`config.mk`:
```
export PLATFORM = sky130hd
export DESIGN_NAME = sha1_stream_hasher
export DESIGN_NICKNAME = d
export VERILOG_FILES = /design/src/rtl/sha1s_pkg.sv /design/src/rtl/sha1s_front.sv /design/src/rtl/sha1s_core.sv /design/src/rtl/sha1_stream_hasher.sv
export SDC_FILE = /design/constraint.sdc
export NUM_CORES = 2
export LEC_CHECK = 0
export BUFFER_PORTS_ARGS = -buffer_cell sky130_fd_sc_hd__buf_2
export CORE_ASPECT_RATIO = 2
export CORE_MARGIN = 3
export CORE_UTILIZATION = 65
export DETAILED_ROUTE_END_ITERATION = 10
export HOLD_SLACK_MARGIN = 0.12
export PLACE_DENSITY = 0.8
export SLEW_MARGIN = 5
export SYNTH_ARGS = -nofsm -noshare
export SYNTH_HDL_FRONTEND = slang
export SYNTH_SLANG_ARGS = --single-unit
```
`constraint.sdc`:
```
create_clock -name clk -period 80.3 [get_ports clk]
set_input_delay 8.03 -clock clk [delete_from_list [all_inputs] [get_ports clk]]
set_output_delay 8.03 -clock clk [all_outputs]
set_load 0.05 [all_outputs]
```
`src/rtl/sha1s_pkg.sv`:
```
`timescale 1ns / 1ps
// ----------------------------------------------------------------------------
// sha1s_pkg
// Types, constants and round functions shared by the SHA-1 stream hasher.
// ----------------------------------------------------------------------------
package sha1s_pkg;

  localparam int QUEUE_DEPTH = 4;
  localparam int BLOCK_BITS  = 512;
  localparam int ROUNDS      = 80;

  localparam logic [7:0] PAD_MARK = 8'h80;

  // iv[0] is h0
  localparam logic [4:0][31:0] IV = {
    32'hC3D2E1F0, 32'h10325476, 32'h98BADCFE, 32'hEFCDAB89, 32'h67452301
  };

  localparam logic [31:0] K0 = 32'h5A827999;
  localparam logic [31:0] K1 = 32'h6ED9EBA1;
  localparam logic [31:0] K2 = 32'h8F1BBCDC;
  localparam logic [31:0] K3 = 32'hCA62C1D6;

  typedef struct packed {
    logic [7:0] message_byte;
    logic       has_byte;
    logic       end_of_message;
  } item_t;

  typedef struct packed {
    logic [31:0] digest_word;
    logic        last_word;
  } result_t;

  typedef enum logic [1:0] {
    KIND_BYTE,
    KIND_BYTE_END,
    KIND_END
  } kind_t;

  typedef struct packed {
    kind_t      kind;
    logic [7:0] data;
  } entry_t;

  typedef enum logic [2:0] {
    BK_IDLE,
    BK_ROUND,
    BK_FOLD,
    BK_PAD,
    BK_EMIT
  } back_state_t;

  function automatic logic [31:0] round_k(input logic [6:0] t);
    logic [31:0] k;
    if (t < 7'd20) begin
      k = K0;
    end else if (t < 7'd40) begin
      k = K1;
    end else if (t < 7'd60) begin
      k = K2;
    end else begin
      k = K3;
    end
    return k;
  endfunction

  function automatic logic [31:0] round_f(input logic [6:0] t, input logic [31:0] b,
                                          input logic [31:0] c, input logic [31:0] d);
    logic [31:0] f;
    if (t < 7'd20) begin
      f = (b & c) | (~b & d);
    end else if (t >= 7'd40 && t < 7'd60) begin
      f = (b & c) | (b & d) | (c & d);
    end else begin
      f = b ^ c ^ d;
    end
    return f;
  endfunction

endpackage

```
`src/rtl/sha1s_front.sv`:
```
`timescale 1ns / 1ps
// ----------------------------------------------------------------------------
// sha1s_front
// Input side: takes items, sorts them by kind and queues them for the core.
// ----------------------------------------------------------------------------
module sha1s_front #(
  parameter int DEPTH = sha1s_pkg::QUEUE_DEPTH
) (
  input  logic              clk,
  input  logic              rst,
  input  logic              item_valid,
  output logic              item_ready,
  input  sha1s_pkg::item_t  item,
  output logic              q_valid,
  input  logic              q_ready,
  output sha1s_pkg::entry_t q_entry
);

  localparam int PTR_W = (DEPTH > 1) ? $clog2(DEPTH) : 1;
  localparam int CNT_W = $clog2(DEPTH + 1);

  sha1s_pkg::entry_t slots [DEPTH];
  sha1s_pkg::entry_t entry_in;
  logic [PTR_W-1:0]  wr_ptr;
  logic [PTR_W-1:0]  rd_ptr;
  logic [CNT_W-1:0]  count;
  logic              push;
  logic              pop;

  // items with neither flag carry no work and are dropped here
  assign item_ready = (count != CNT_W'(DEPTH));
  assign push       = item_valid && item_ready && (item.has_byte || item.end_of_message);
  assign q_valid    = (count != '0);
  assign pop        = q_valid && q_ready;
  assign q_entry    = slots[rd_ptr];

  always_comb begin
    entry_in.data = item.message_byte;
    if (item.has_byte && item.end_of_message) begin
      entry_in.kind = sha1s_pkg::KIND_BYTE_END;
    end else if (item.has_byte) begin
      entry_in.kind = sha1s_pkg::KIND_BYTE;
    end else begin
      entry_in.kind = sha1s_pkg::KIND_END;
    end
  end

  always_ff @(posedge clk) begin
    if (push) begin
      slots[wr_ptr] <= entry_in;
    end
  end

  always_ff @(posedge clk) begin
    if (rst) begin
      wr_ptr <= '0;
      rd_ptr <= '0;
      count  <= '0;
    end else begin
      if (push) begin
        wr_ptr <= (wr_ptr == PTR_W'(DEPTH - 1)) ? '0 : wr_ptr + 1'b1;
      end
      if (pop) begin
        rd_ptr <= (rd_ptr == PTR_W'(DEPTH - 1)) ? '0 : rd_ptr + 1'b1;
      end
      case ({push, pop})
        2'b10:   count <= count + 1'b1;
        2'b01:   count <= count - 1'b1;
        default: count <= count;
      endcase
    end
  end

endmodule

```
`src/rtl/sha1s_core.sv`:
```
`timescale 1ns / 1ps
// ----------------------------------------------------------------------------
// sha1s_core
// Block buffer, padding sequencer, 80-round compression and digest output.
// ----------------------------------------------------------------------------
module sha1s_core (
  input  logic               clk,
  input  logic               rst,
  input  logic               q_valid,
  output logic               q_ready,
  input  sha1s_pkg::entry_t  q_entry,
  output logic               digest_valid,
  input  logic               digest_ready,
  output sha1s_pkg::result_t digest
);

  localparam int BB = sha1s_pkg::BLOCK_BITS;

  sha1s_pkg::back_state_t state;
  sha1s_pkg::back_state_t state_next;

  logic [BB-1:0]     blk;
  logic [4:0][31:0]  h;
  logic [31:0]       a, b, c, d, e;
  logic [63:0]       bit_len;
  logic [5:0]        fill;
  logic [6:0]        rnd;
  logic [2:0]        word_idx;
  logic              closing;
  logic              marked;
  logic              len_done;
  logic              take;
  logic              out_load;

  logic [31:0]       w;
  logic [31:0]       w_mix;
  logic [31:0]       w_new;
  logic [31:0]       a_new;

  assign w     = blk[BB-1 -: 32];
  assign w_mix = blk[BB-1 -: 32] ^ blk[BB-65 -: 32] ^ blk[BB-257 -: 32] ^ blk[BB-417 -: 32];
  assign w_new = {w_mix[30:0], w_mix[31]};
  assign a_new = {a[26:0], a[31:27]} + sha1s_pkg::round_f(rnd, b, c, d) + e
                 + sha1s_pkg::round_k(rnd) + w;

  // next state
  always_comb begin
    state_next = state;
    case (state)
      sha1s_pkg::BK_IDLE: begin
        if (q_valid) begin
          case (q_entry.kind)
            sha1s_pkg::KIND_BYTE:     state_next = (fill == 6'd63) ? sha1s_pkg::BK_ROUND
                                                                   : sha1s_pkg::BK_IDLE;
            sha1s_pkg::KIND_BYTE_END: state_next = (fill == 6'd63) ? sha1s_pkg::BK_ROUND
                                                                   : sha1s_pkg::BK_PAD;
            default:                  state_next = sha1s_pkg::BK_PAD;
          endcase
        end
      end
      sha1s_pkg::BK_ROUND: begin
        if (rnd == 7'(sha1s_pkg::ROUNDS - 1)) begin
          state_next = sha1s_pkg::BK_FOLD;
        end
      end
      sha1s_pkg::BK_FOLD: begin
        if (len_done) begin
          state_next = sha1s_pkg::BK_EMIT;
        end else if (closing) begin
          state_next = sha1s_pkg::BK_PAD;
        end else begin
          state_next = sha1s_pkg::BK_IDLE;
        end
      end
      sha1s_pkg::BK_PAD: begin
        if (marked && fill == 6'd56) begin
          state_next = sha1s_pkg::BK_ROUND;
        end else if (fill == 6'd63) begin
          state_next = sha1s_pkg::BK_ROUND;
        end
      end
      sha1s_pkg::BK_EMIT: begin
        if (out_load && word_idx == 3'd4) begin
          state_next = sha1s_pkg::BK_IDLE;
        end
      end
      default: state_next = sha1s_pkg::BK_IDLE;
    endcase
  end

  // outputs
  always_comb begin
    q_ready  = 1'b0;
    out_load = 1'b0;
    case (state)
      sha1s_pkg::BK_IDLE: q_ready  = 1'b1;
      sha1s_pkg::BK_EMIT: out_load = !digest_valid || digest_ready;
      default: begin
        q_ready  = 1'b0;
        out_load = 1'b0;
      end
    endcase
  end

  assign take = q_valid && q_ready;

  always_ff @(posedge clk) begin
    if (rst) begin
      state <= sha1s_pkg::BK_IDLE;
    end else begin
      state <= state_next;
    end
  end

  // block buffer and round registers
  always_ff @(posedge clk) begin
    if (state_next == sha1s_pkg::BK_ROUND && state != sha1s_pkg::BK_ROUND) begin
      a <= h[0];
      b <= h[1];
      c <= h[2];
      d <= h[3];
      e <= h[4];
    end else if (state == sha1s_pkg::BK_ROUND) begin
      a <= a_new;
      b <= a;
      c <= {b[1:0], b[31:2]};
      d <= c;
      e <= d;
    end
    case (state)
      sha1s_pkg::BK_IDLE: begin
        if (take && q_entry.kind != sha1s_pkg::KIND_END) begin
          blk <= {blk[BB-9:0], q_entry.data};
        end
      end
      sha1s_pkg::BK_ROUND: blk <= {blk[BB-33:0], w_new};
      sha1s_pkg::BK_PAD: begin
        if (!marked) begin
          blk <= {blk[BB-9:0], sha1s_pkg::PAD_MARK};
        end else if (fill == 6'd56) begin
          blk <= {blk[BB-65:0], bit_len};
        end else begin
          blk <= {blk[BB-9:0], 8'h00};
        end
      end
      default: blk <= blk;
    endcase
  end

  always_ff @(posedge clk) begin
    if (rst) begin
      h        <= sha1s_pkg::IV;
      bit_len  <= '0;
      fill     <= '0;
      rnd      <= '0;
      word_idx <= '0;
      closing  <= 1'b0;
      marked   <= 1'b0;
      len_done <= 1'b0;
    end else begin
      case (state)
        sha1s_pkg::BK_IDLE: begin
          if (take) begin
            if (q_entry.kind != sha1s_pkg::KIND_END) begin
              bit_len <= bit_len + 64'd8;
              fill    <= fill + 1'b1;
            end
            if (q_entry.kind != sha1s_pkg::KIND_BYTE) begin
              closing <= 1'b1;
            end
          end
          rnd <= '0;
        end
        sha1s_pkg::BK_ROUND: begin
          rnd <= rnd + 1'b1;
        end
        sha1s_pkg::BK_FOLD: begin
          h[0] <= h[0] + a;
          h[1] <= h[1] + b;
          h[2] <= h[2] + c;
          h[3] <= h[3] + d;
          h[4] <= h[4] + e;
          rnd  <= '0;
        end
        sha1s_pkg::BK_PAD: begin
          marked <= 1'b1;
          if (marked && fill == 6'd56) begin
            fill     <= '0;
            len_done <= 1'b1;
          end else begin
            fill <= fill + 1'b1;
          end
        end
        sha1s_pkg::BK_EMIT: begin
          if (out_load) begin
            if (word_idx == 3'd4) begin
              word_idx <= '0;
              h        <= sha1s_pkg::IV;
              bit_len  <= '0;
              fill     <= '0;
              closing  <= 1'b0;
              marked   <= 1'b0;
              len_done <= 1'b0;
            end else begin
              word_idx <= word_idx + 1'b1;
            end
          end
        end
        default: rnd <= '0;
      endcase
    end
  end

  // output register
  always_ff @(posedge clk) begin
    if (rst) begin
      digest_valid <= 1'b0;
    end else if (out_load) begin
      digest_valid <= 1'b1;
    end else if (digest_ready) begin
      digest_valid <= 1'b0;
    end
  end

  always_ff @(posedge clk) begin
    if (out_load) begin
      digest.digest_word <= h[word_idx];
      digest.last_word   <= (word_idx == 3'd4);
    end
  end

endmodule

```
`src/rtl/sha1_stream_hasher.sv`:
```
`timescale 1ns / 1ps
// ----------------------------------------------------------------------------
// sha1_stream_hasher
// SHA-1 over a byte stream, digest out as five 32-bit words, h0 first.
// ----------------------------------------------------------------------------
// Each transaction on item carries at most one message byte; end_of_message
// closes the message, after which the block pads it and delivers five digest
// transactions (last_word marks h4), then starts over from the initial values.
// Items without a byte or end flag are dropped. A queue of QUEUE_DEPTH entries
// sits in front of the core. The core takes one byte per cycle while it is idle;
// it takes none while a full 64-byte block runs through the 80 rounds of the
// single round unit and is folded into the chaining value, nor while it pads
// or emits. Closing a message appends one padding byte at a time, with the
// 64-bit length shifted in as a whole; padding may fill a second block, and
// each padding block is compressed and folded in the same way.
// ----------------------------------------------------------------------------
module sha1_stream_hasher #(
  parameter int QUEUE_DEPTH = sha1s_pkg::QUEUE_DEPTH
) (
  input  logic               clk,
  input  logic               rst,
  input  logic               item_valid,
  output logic               item_ready,
  input  sha1s_pkg::item_t   item,
  output logic               digest_valid,
  input  logic               digest_ready,
  output sha1s_pkg::result_t digest
);

  logic              q_valid;
  logic              q_ready;
  sha1s_pkg::entry_t q_entry;

  sha1s_front #(
    .DEPTH (QUEUE_DEPTH)
  ) u_front (
    .clk        (clk),
    .rst        (rst),
    .item_valid (item_valid),
    .item_ready (item_ready),
    .item       (item),
    .q_valid    (q_valid),
    .q_ready    (q_ready),
    .q_entry    (q_entry)
  );

  sha1s_core u_core (
    .clk          (clk),
    .rst          (rst),
    .q_valid      (q_valid),
    .q_ready      (q_ready),
    .q_entry      (q_entry),
    .digest_valid (digest_valid),
    .digest_ready (digest_ready),
    .digest       (digest)
  );

  a_queue_holds: assert property (@(posedge clk) disable iff (rst)
    q_valid && !q_ready |=> q_valid)
    else $error("queue dropped a pending entry");

  a_queue_stable: assert property (@(posedge clk) disable iff (rst)
    q_valid && !q_ready |=> $stable(q_entry))
    else $error("queue entry changed while stalled");

  a_last_gap: assert property (@(posedge clk) disable iff (rst)
    digest_valid && digest_ready && digest.last_word |=> !(digest_valid && digest.last_word))
    else $error("last word repeated after acceptance");

endmodule
```
* Word level (Yosys, flattened, before mapping) *
Memory sizes are Yosys's and may differ from the RTL's. A register that Yosys moved wholly into a read port is not among the register bits.
Index checks and enable logic that the tools add are counted.

cells by class
  add/sub/neg operators = 17
  order comparisons = 5
  equal/unequal tests = 24
  mux-type cells = 69
  bitwise logic cells = 13
  reductions and logical operators = 33

operators with widths
  cell                   number
  $mux 512               3
  $pmux 512 s3           1
  $mux 32                15
  $mux 160               2
  $pmux 160 s2           1
  $add 32x32->32         9
  $mux 64                4
  $xor 32x32->32         5
  $and 32x32->32         4
  $pmux 64 s2            1
  $bmux 32 s3            1
  $or 32x32->32          3
  $add 64x4->64 const B  1
  $not 32->32            1
  $mux 31                1
  $mux 6                 5
  $mux 3                 7
  $pmux 6 s3             1
  $mux 2                 8
  $pmux 3 s5             1
  $reduce_and 5->1       3
  $lt 7x6->1 const B     2
  $ne 2x1->1 const B     7
  $pmux 7 s2             1
  32 further kinds       74

storage, ports and cells
  register bits after elaboration = 959
  RAM bits = 40
  input port bits = 14
  output and inout bits = 35
  logic and storage cells = 187
  memories kept = 1

memory list
  memory         words  bits a word  read ports  clocked after Yosys merged registers in  wr ports  line               RTL
  u_front.slots  4      10           1           1                                        1         sha1s_front.sv:22  sha1s_pkg::entry_t slots [DEPTH];

* Logic depth before layout (Yosys ltp) *
  depth after elaboration = 11
  gate-level depth with buffers = 27
  mapped depth without buffers = 24

* Modules after synthesis *
A second synthesis with hierarchy kept.

second synthesis, totals
  cell total of the unflattened synthesis = 6,125
  area total of the unflattened synthesis = 58,403.5 um2

by module, submodules not included
  module       times used  cells an instance  area an instance (um2)  seq. area each (um2)
  sha1s_core   1           6,016              56,456.6                26,055.0
  sha1s_front  1           109                1,946.9                 1,381.3

* Worst setup path after synthesis *
Ideal clock, no wire load.

  kind = reg2reg
  start point = register (tool-made name)
  end point = register u_core.blk[0] (enable)
  library setup time = 2.097 ns
  arrival time = 36.852 ns
  required time = 78.203 ns
  slack = 41.351 ns
  stages on the path, launching flop included = 5
  buffers on the path = 1
  clock period less this slack = 38.949 ns
  cells stage by stage = dfxtp_1 buf_4 mux4_2 and3b_1 o21ai_0

RTL lines
  element                 line               RTL
  end signal: assignment  sha1s_core.sv:133  blk <= {blk[BB-9:0], q_entry.data};
  end signal: assignment  sha1s_core.sv:136  sha1s_pkg::BK_ROUND: blk <= {blk[BB-33:0], w_new};
  end signal: assignment  sha1s_core.sv:139  blk <= {blk[BB-9:0], sha1s_pkg::PAD_MARK};
  end: declaration        sha1s_core.sv:22   logic [BB-1:0] blk;

* Final worst setup path *
  start point = input port digest_ready
  end point = register u_core.e[12], data pin

on the way
  cells in the longest elaborated chain, start to end = 8

ends and longest elaborated chain
  element                 line                      RTL
  start: declaration      sha1_stream_hasher.sv:26  input logic digest_ready,
  $logic_or 1x1->1        sha1s_core.sv:97          sha1s_pkg::BK_EMIT: out_load = !digest_valid || digest_ready;
  $mux 1                  sha1s_core.sv:95          case (state)
  $logic_and 1x1->1       sha1s_core.sv:83          if (out_load && word_idx == 3'd4) begin
  $mux 3                  sha1s_core.sv:83
  $pmux 3 s5              sha1s_core.sv:49          case (state)
  $eq 3x1->1              sha1s_core.sv:117         if (state_next == sha1s_pkg::BK_ROUND && state != sha1s_pkg::BK_ROUND) begin
  $logic_and 1x1->1       sha1s_core.sv:117
  $mux 32                 sha1s_core.sv:117
  end signal: assignment  sha1s_core.sv:122         e <= h[4];
  end: declaration        sha1s_core.sv:24          logic [31:0] a, b, c, d, e;

Every way passes these cells.
A chain may end at the register's enable or synchronous reset.

==> impl_metrics.toml <==
[flow_run]
cap_violations = 0

[sta]
finClkSkew_ps = 27.03
period_share_pct = 13.27
hold_violations = 0
period_minus_slack_ps = 10660
tns_ps = 0
rsz0062_at_grt = "false"
fmax_ghz = 0.09382
setup_viol = 0
relSlewSlack_pct = 6.136
worstMarginPinSlew_ps = 1400
final-max-slew-violation-count = 0

[routing]
drt_first_pass_iters = 6
wirelength_um = 172000
remaining_drc_errors = 0
num_vias = 47660
avgRoutedWirePerCell_um = 24.94
drtAntennaViolNets = 0
top_layer_used = "met4"
wl_met1_um = 55480
wl_met2_um = 87290
route.met3.wl_um = 12470
avgViaCountPerCell = 6.911
first_iter_violations = 5258

[placed_design]
hpwlAfterDp_um = 116200
port_buffers = 48
place_congestion = 0.9933
dpl-instance-area_um2 = 59280

[synthesis]
synth-edff-count = 745
synth.distinct_cells = 81
synthCells = 5822
synth-seq-cells = 998
synth.avg_cell_area_um2 = 10.02
synthesis.nets = 6193
ys_seq_area_share_pct = 47.03
yosysWarnings = 0
synthArstFlopShare_pct = 0
syn-cell-area_um2 = 58340
ys.flop_type = "edfxtp_1"

[clock_network]
clk_pin_slew_ps = 70
clk_latency_ps = 720
cts_buffer_depth = 3
ctsHoldBuffers = 0
cts.sinks = 998
htree_num_levels = 3
cts_root_buffer = "clkbuf_16"
cts_buffers = 88
ctsResizeCount = 0
tritoncts = "done"
post_cts_buffers = 0

[cells_and_area]
final_common_cell = "edfxtp_1"
final_util_pct = 70.38
final_cell_mix = "745 x edfxtp_1, 732 x a21oi_1, 720 x o22ai_1, 514 x nor2_1, 324 x nand2_1"
stdcell_area_um2 = 62380
syn2layout_area_growth_pct = 6.923
drive_gt1_share_pct = 8.386
nets = 6020

[global_route]
grt_max_degree = 220
grt_overflow = 0
grt_pass1_vias = 47670
grt_pass1_wl_um = 264400
antenna_found_initial = 1
track_usage_pct = 36.19

[die]
die_x_um = 217.9
num_rows = 154
fp.dieH_um = 429.7
io_pins = 49
initial_core_util_pct = 65.82
core-area_um2 = 88640
die_area_um2 = 93610

[worst_setup_path]
r2r_start = "u_core.rnd[4]$_SDFFE_PP0P_"
r2r_slack_ps = 72760
cp-start-kind = "input pin"
r2r_cells = 23
critical_path.max_fanout = 68
endpoint_kind = "flip-flop"
r2r_end = "u_core.a[31]$_DFFE_PP_"
worst-endpoint-arrival_ps = 11100
crit_start = "digest_ready"
required_ps = 80740
path_class = "in -> reg"
endpoint = "u_core.e[12]$_DFFE_PP_"

[min_path]
hp-class = "reg -> reg"

[run_status]
outcome = "completed"
==> cells in the mapped netlist, drive strengths merged, types with 26 or more instances <==
master	count	area share, %
edfxtp	745	38
dfxtp	253	8.7
nand3	83	0.72
o21bai	31	0.40
clkbuf	331	2.1
o22ai	720	7.7
xor2	153	2.3
ha	232	5.0
nand2	334	2.2
mux2	131	2.5
or3	75	0.80
buf	48	0.35
a31oi	37	0.40
nand2b	40	0.43
nor2b	48	0.51
o21ai	288	2.5
inv	261	1.7
a21oi	735	6.3
nor3	66	0.57
a21o	77	0.99
nor2	518	3.3
nand4	26	0.28
fa	125	4.3
mux4	42	1.6
xnor2	167	2.5
==> state kept, by name, indices dropped and copies added, names as in the netlist, 33 cells and up, named ones only <==
| register | flops |
|---|---|
| u_core.digest | 33 |
| u_core.bit_len | 61 |
| u_front.slots | 40 |
| u_core.blk | 512 |
| u_core.h | 160 |
==> critical path: stages <==
cell and delay, ps:
buf_2 70, nand2b_1 150, a21oi_1 140, a21oi_1 190
nand4_1 250, a21oi_4 200, buf_4 640, buf_4 880
mux2_2 430
==> how the worst min path moves through the flow <==
stage	startpoint	cells after the start	slack [ps]	end
3_3_place_gp	u_core.closing$_SDFFE_PP0P_	2	460	u_core.closing$_SDFFE_PP0P_
3_5_place_dp	u_core.closing$_SDFFE_PP0P_	2	470	u_core.closing$_SDFFE_PP0P_
4_1_cts	u_core.closing$_SDFFE_PP0P_	2	480	u_core.closing$_SDFFE_PP0P_
5_1_grt	u_core.h[120]$_SDFFE_PP0P_	2	520	u_core.h[120]$_SDFFE_PP0P_
2_1_floorplan	u_core.closing$_SDFFE_PP0P_	2	440	u_core.closing$_SDFFE_PP0P_
6_report	u_core.closing$_SDFFE_PP0P_	2	480	u_core.closing$_SDFFE_PP0P_
==> area by class of cell <==
class                   count  area (um^2)
inverters                 261        979.7
flip-flops and latches    998        27440
clock buffers             113         2429
clock inverters            52        669.4
fillers                  6512        26250
well taps                1170         1464
multi-input cells        4184        28600
repair buffers            116        790.8
diodes                      2        5.005
==> logic make-up after synthesis <==
group           after synthesis  share of synthesized area [%]
compound gates             2051                          20.58
simple gates               1276                          9.906
flops                       998                          47.03
buf+inv                     640                          4.154
fa+ha+maj                   357                          9.264
xor+xnor                    320                          4.804
mux                         180                          4.270
==> stage by stage <==
step           cells  setup WS [ps]  hold slack, ps
5_1_grt         6894          69570           518.5
3_3_place_gp    6729          69090           458.1
3_5_place_dp    6729          69030           468.9
4_1_cts         6894          69760           483.9
6_report        6896          69640           477.8
2_1_floorplan   5822          41350           437.8
==> metal layers <==
layer,global-route usage (%),up-vias
met3,6.360,685
met5,0,-
met2,62.39,2352
met4,29.93,0
li1,-,21380
met1,38.34,23240
Power is not shown: default switching activity piles up to over one toggle a cycle in this logic, so the estimate is an artifact.
